--- src/sv/assert_macros.svh ---
// assertion helpers for the rtl files, included by the cache model
`ifndef ASSERT_MACROS_SVH
`define ASSERT_MACROS_SVH

// clocked check, off while reset is applied
`define ASSERT_CLK(lbl, prop, msg) \
    lbl: assert property (@(posedge i_clk) disable iff (!i_rst_n) prop) else $error(msg);

// clocked check that also holds while reset is applied
`define ASSERT_CLK_ALWAYS(lbl, prop, msg) \
    lbl: assert property (@(posedge i_clk) prop) else $error(msg);

`endif

--- src/sv/sacache_ram.sv ---
// ----------------------------------------------------------------------------
// sacache_ram
// Generic simple dual port RAM, one write and one registered read port.
// ----------------------------------------------------------------------------
module sacache_ram #(
    parameter int WIDTH = 8,
    parameter int DEPTH = 32,
    localparam int RAM_AW = $clog2(DEPTH)
) (
    input  logic              i_clk,
    input  logic              i_we,
    input  logic [RAM_AW-1:0] i_waddr,
    input  logic [WIDTH-1:0]  i_wdata,
    input  logic [RAM_AW-1:0] i_raddr,
    output logic [WIDTH-1:0]  o_rdata
);

    logic [WIDTH-1:0] r_mem [DEPTH];
    logic [WIDTH-1:0] r_rdata;

    // write port
    always_ff @(posedge i_clk) begin
        if (i_we) begin
            r_mem[i_waddr] <= i_wdata;
        end
    end

    // registered read port
    always_ff @(posedge i_clk) begin
        r_rdata <= r_mem[i_raddr];
    end

    assign o_rdata = r_rdata;

endmodule

--- config.mk ---
export PLATFORM = sky130hd
export DESIGN_NAME = sacache_ram
export DESIGN_NICKNAME = d
export VERILOG_FILES = /design/src/sv/assert_macros.svh /design/src/sv/sacache_ram.sv
export SDC_FILE = /design/constraint.sdc
export NUM_CORES = 1
export LEC_CHECK = 0
export CORE_UTILIZATION = 40
export CTS_BUF_LIST = sky130_fd_sc_hd__clkbuf_4
export DETAILED_ROUTE_END_ITERATION = 8
export DONT_BUFFER_PORTS = 1
export PLACE_DENSITY = 0.6
export RECOVER_POWER = 50
export SLEW_MARGIN = 20
export SYNTH_ARGS = -nofsm -noshare
export SYNTH_HDL_FRONTEND = slang
export SYNTH_SLANG_ARGS = --single-unit
--- constraint.sdc ---
create_clock -name i_clk -period 5.4 [get_ports i_clk]
set_input_delay 0.54 -clock i_clk [delete_from_list [all_inputs] [get_ports i_clk]]
set_output_delay 0.54 -clock i_clk [all_outputs]
set_load 0.1 [all_outputs]
# Word-level counts from Yosys, hierarchy flattened
# Memories as Yosys holds them, arrays and structs flattened. A register that Yosys moved wholly into a read port is not among the register bits.
# Cells that the tools add are included.
# classes
n_mux,2
# op_table
cell,count
1-bit two-way mux,2
# word_totals
input_bits,20
mem_bits_rw,256
n_memories,1
regBits,0
# mem_list
memory,depth,word_bits,rd,rd_clocked_by_memory_dff,write_ports,line,text
r_mem,32,8,1,1,1,sacache_ram.sv:18,logic [WIDTH-1:0] r_mem [DEPTH];

# Depth between registers and ports, before layout
# depth
depth_word,2
mapped_depth,5
depth_no_buf,3

# Worst setup path after synthesis
# No wires, ideal clock.
# synth_path
kind,input to register
from,input port i_raddr[2]
to,"register r_rdata[0] (netlist: o_rdata[0]), read port of r_mem"
path_buffers,2
path_stages,5
arrival_time_ps,2222
setup_time_ps,121
setup_slack_ps,3058
cell_sequence,clkbuf_1 > clkbuf_1 > mux4_2 > mux4_2 > mux2_2
# synth_lines
element,line,text
"start, declared",sacache_ram.sv:14,"input logic [RAM_AW-1:0] i_raddr,"
"end, declared",sacache_ram.sv:19,logic [WIDTH-1:0] r_rdata;

# Worst setup path after layout
# layout_path
from,"register r_rdata[3] (netlist: o_rdata[3]), read port of r_mem"
to,output port o_rdata[3]
# layout_lines
element,line,text
"end, declared",sacache_ram.sv:15,output logic [WIDTH-1:0] o_rdata
# No word-level cell between the ends.

==> metrics.txt <==
Final period util=0.392; Seq/Total Area, Yosys=0.781; number of synthesized register bits=264; largest net degree at the start of global routing=65; GP Congestion=0.710; min-delay worst type=input pin to register; critical path arrival=1.58 ns; Worst Path Required=4.86 ns; R2R setup slack=3.54 ns; die height=161 um; drt wl/cell=24.7 um; drt total wl=21000 um; skew final=0.0309 ns; share of layout cells above drive strength 1=0.388; placed cells=721; GRT overflow=0; core area=24500 sq um; post-route ant nets=0; Final Non-Filler Cells=848; peak supply drop=0.208 mV; Die ar.=25800 sq um; initial antenna violation count=1; Syn Nets=437; initial drt markers=380; first-pass iteration count of the detailed router=5; Resized cells post-CTS=0; most common cell in the netlist=edfxtp_1; Final Hold Vio Count=0; Worst-Margin Slew=1.61 ns; Yosys top cell area share=0.765; Worst Setup End Kind=primary output; Mapped Cells=417; reg2reg start=r_mem[31][1]; Vias/cell=5.38; post-synthesis cell type count=15; ranking of synthesized cells by area=edfxtp_1 76%, mux4_2 18%, dfxtp_1 1.6%, nor2_1 1.2%, mux2_2 0.90%; Slew Limit Fails=132; met1 GRT Util=0.238; starting density of the core=0.411; Synth top cells by count=256 x edfxtp_1, 80 x mux4_2, 33 x nor2_1; clk sinks=264; vias in the first global route=4863; CTS tree=yes; final setup violation count=0; row cnt=57; mean area per synthesized cell=24.1 sq um; worst-skew pair later-pin latency=0.66 ns; Vias=4566; CP Max Fanout=1; reg2reg path depth=3; fill count=2024; htree depth=3; pwr dens=377 nW/um^2; MaxCap Viol Count=4; TNS Setup=0 ns; minimum clock period=2.12 ns; CTS max path bufs=3; Setup CP Type=register to primary output; gr busiest metal=met2; clock root buffer=clkbuf_4; dominant cell type by area after synthesis=edfxtp_1; EDFF count, synth=256; I/O Buffers=0; start point of the worst hold path=i_raddr[3]; gr usage total=0.170; Ys Warns=0; hold path endpoint=o_rdata[3]; Hold Path Cell Cnt=1; DR DRC count=0; RSZ-0062 raised after global routing=no; f_max=473 MHz; violated checks=max-capacitance violations, max-slew violations; Die Wd=161 um; met3 Use GR=0.0455; relative slew slack=-0.0731; Setup crit start kind=register; CTS Buf Count=68; HPWL after detailed placement=12200 um; Worst R2R End=o_rdata[1]; status=finished, violations left; asr flop ratio synth=0; IO Pins=28; Most used DFF post-synth=edfxtp_1; LEAKAGE=3.51 nW; met2 usage=0.253; fin nets=495; Syn-to-layout area delta=12.2%; mapped cell area=10100 sq um; first-pass GRT wire length=30800 um; clock slew at reported path FFs=0.06 ns
-- metal layers --
layer / part of all wire / vias to the layer above
li1: - / 1939
met1: 0.45 / 2403
met2: 0.46 / 191
met3: 0.071 / 33
met4: 0.020 / 0
met5: 0 / -
-- area by class of cell --
cell class                 count  area (sq um)  area share
antenna                        1          2.50    0.000222
clock inverter                15           126      0.0112
clock buffer                 103           773      0.0685
timing repair buffer           8          30.0     0.00266
sequential                   264          7850       0.695
tap                          324           405      0.0359
multi-input combinational    133          2100       0.186
-- registers in the layout, summed over array words and instances (netlist names) --
register,cells
r_mem,256
o_rdata,8
-- cells in the final DEF (no fill, tap or decap) --
master / count
edfxtp_1: 256
clkbuf_4: 103
mux4_2: 80
nor2_1: 33
mux2_2: 8
clkbuf_1: 8
dfxtp_1: 8
clkinv_1: 6
nand3b_1: 5
clkinv_2: 4
or3b_2: 3
nand3_1: 2
bufinv_16: 2
clkinvlp_4: 2
diode_2: 1
nand2_1: 1
or3_1: 1
clkinv_4: 1
-- power breakdown --
| group | internal [mW] | switching, mW |
|---|---|---|
| clock | 0.968 | 0.781 |
| combinational | 0.0795 | 0.0801 |
| sequential | 2.28 | 0.0709 |
| total | 3.33 | 0.932 |
-- kinds of logic (layout without fill, tap and decap cells) --
group,after synthesis,count (layout),share of synthesized area
DFF,264,264,0.781
other,0,1,0
buffers and inverters,20,126,0.0106
and+or+nand+nor,45,45,0.0207
muxes,88,88,0.188
-- per-stage QoR --
stage          utilization  hold WS, ns  worst slack (ns)  total power, mW  area (sq um)
2_1_floorplan            -        0.639              3.06             2.51         10100
3_3_place_gp         0.423        0.641              3.10             2.52         10400
3_5_place_dp         0.423        0.641              3.06             2.52         10400
4_1_cts              0.467       0.0135              3.23             4.31         11400
5_1_grt              0.461       0.0217              3.22             4.42         11300
6_report             0.461       0.0580              3.28             4.26         11300
-- worst max path at each step --
stage               start           end  slack [ns]  depth (start not counted)
3_5_place_dp   i_waddr[1]  r_mem[12][1]        3.06                          2
2_1_floorplan  i_raddr[2]    o_rdata[0]        3.06                          5
4_1_cts        o_rdata[3]    o_rdata[3]        3.23                          0
6_report       o_rdata[3]    o_rdata[3]        3.28                          0
3_3_place_gp   i_waddr[1]  r_mem[12][5]        3.10                          2
5_1_grt        o_rdata[3]    o_rdata[3]        3.22                          0
-- repair_timing --
action / in CTS / in global routing
setup endpoints to repair: 0 / 0
setup buffers: 0 / 0
endpoints found under the hold margin: 256 / 0
hold buffers: 8 / 0
No activity file was read; power rests on OpenSTA's default activity.
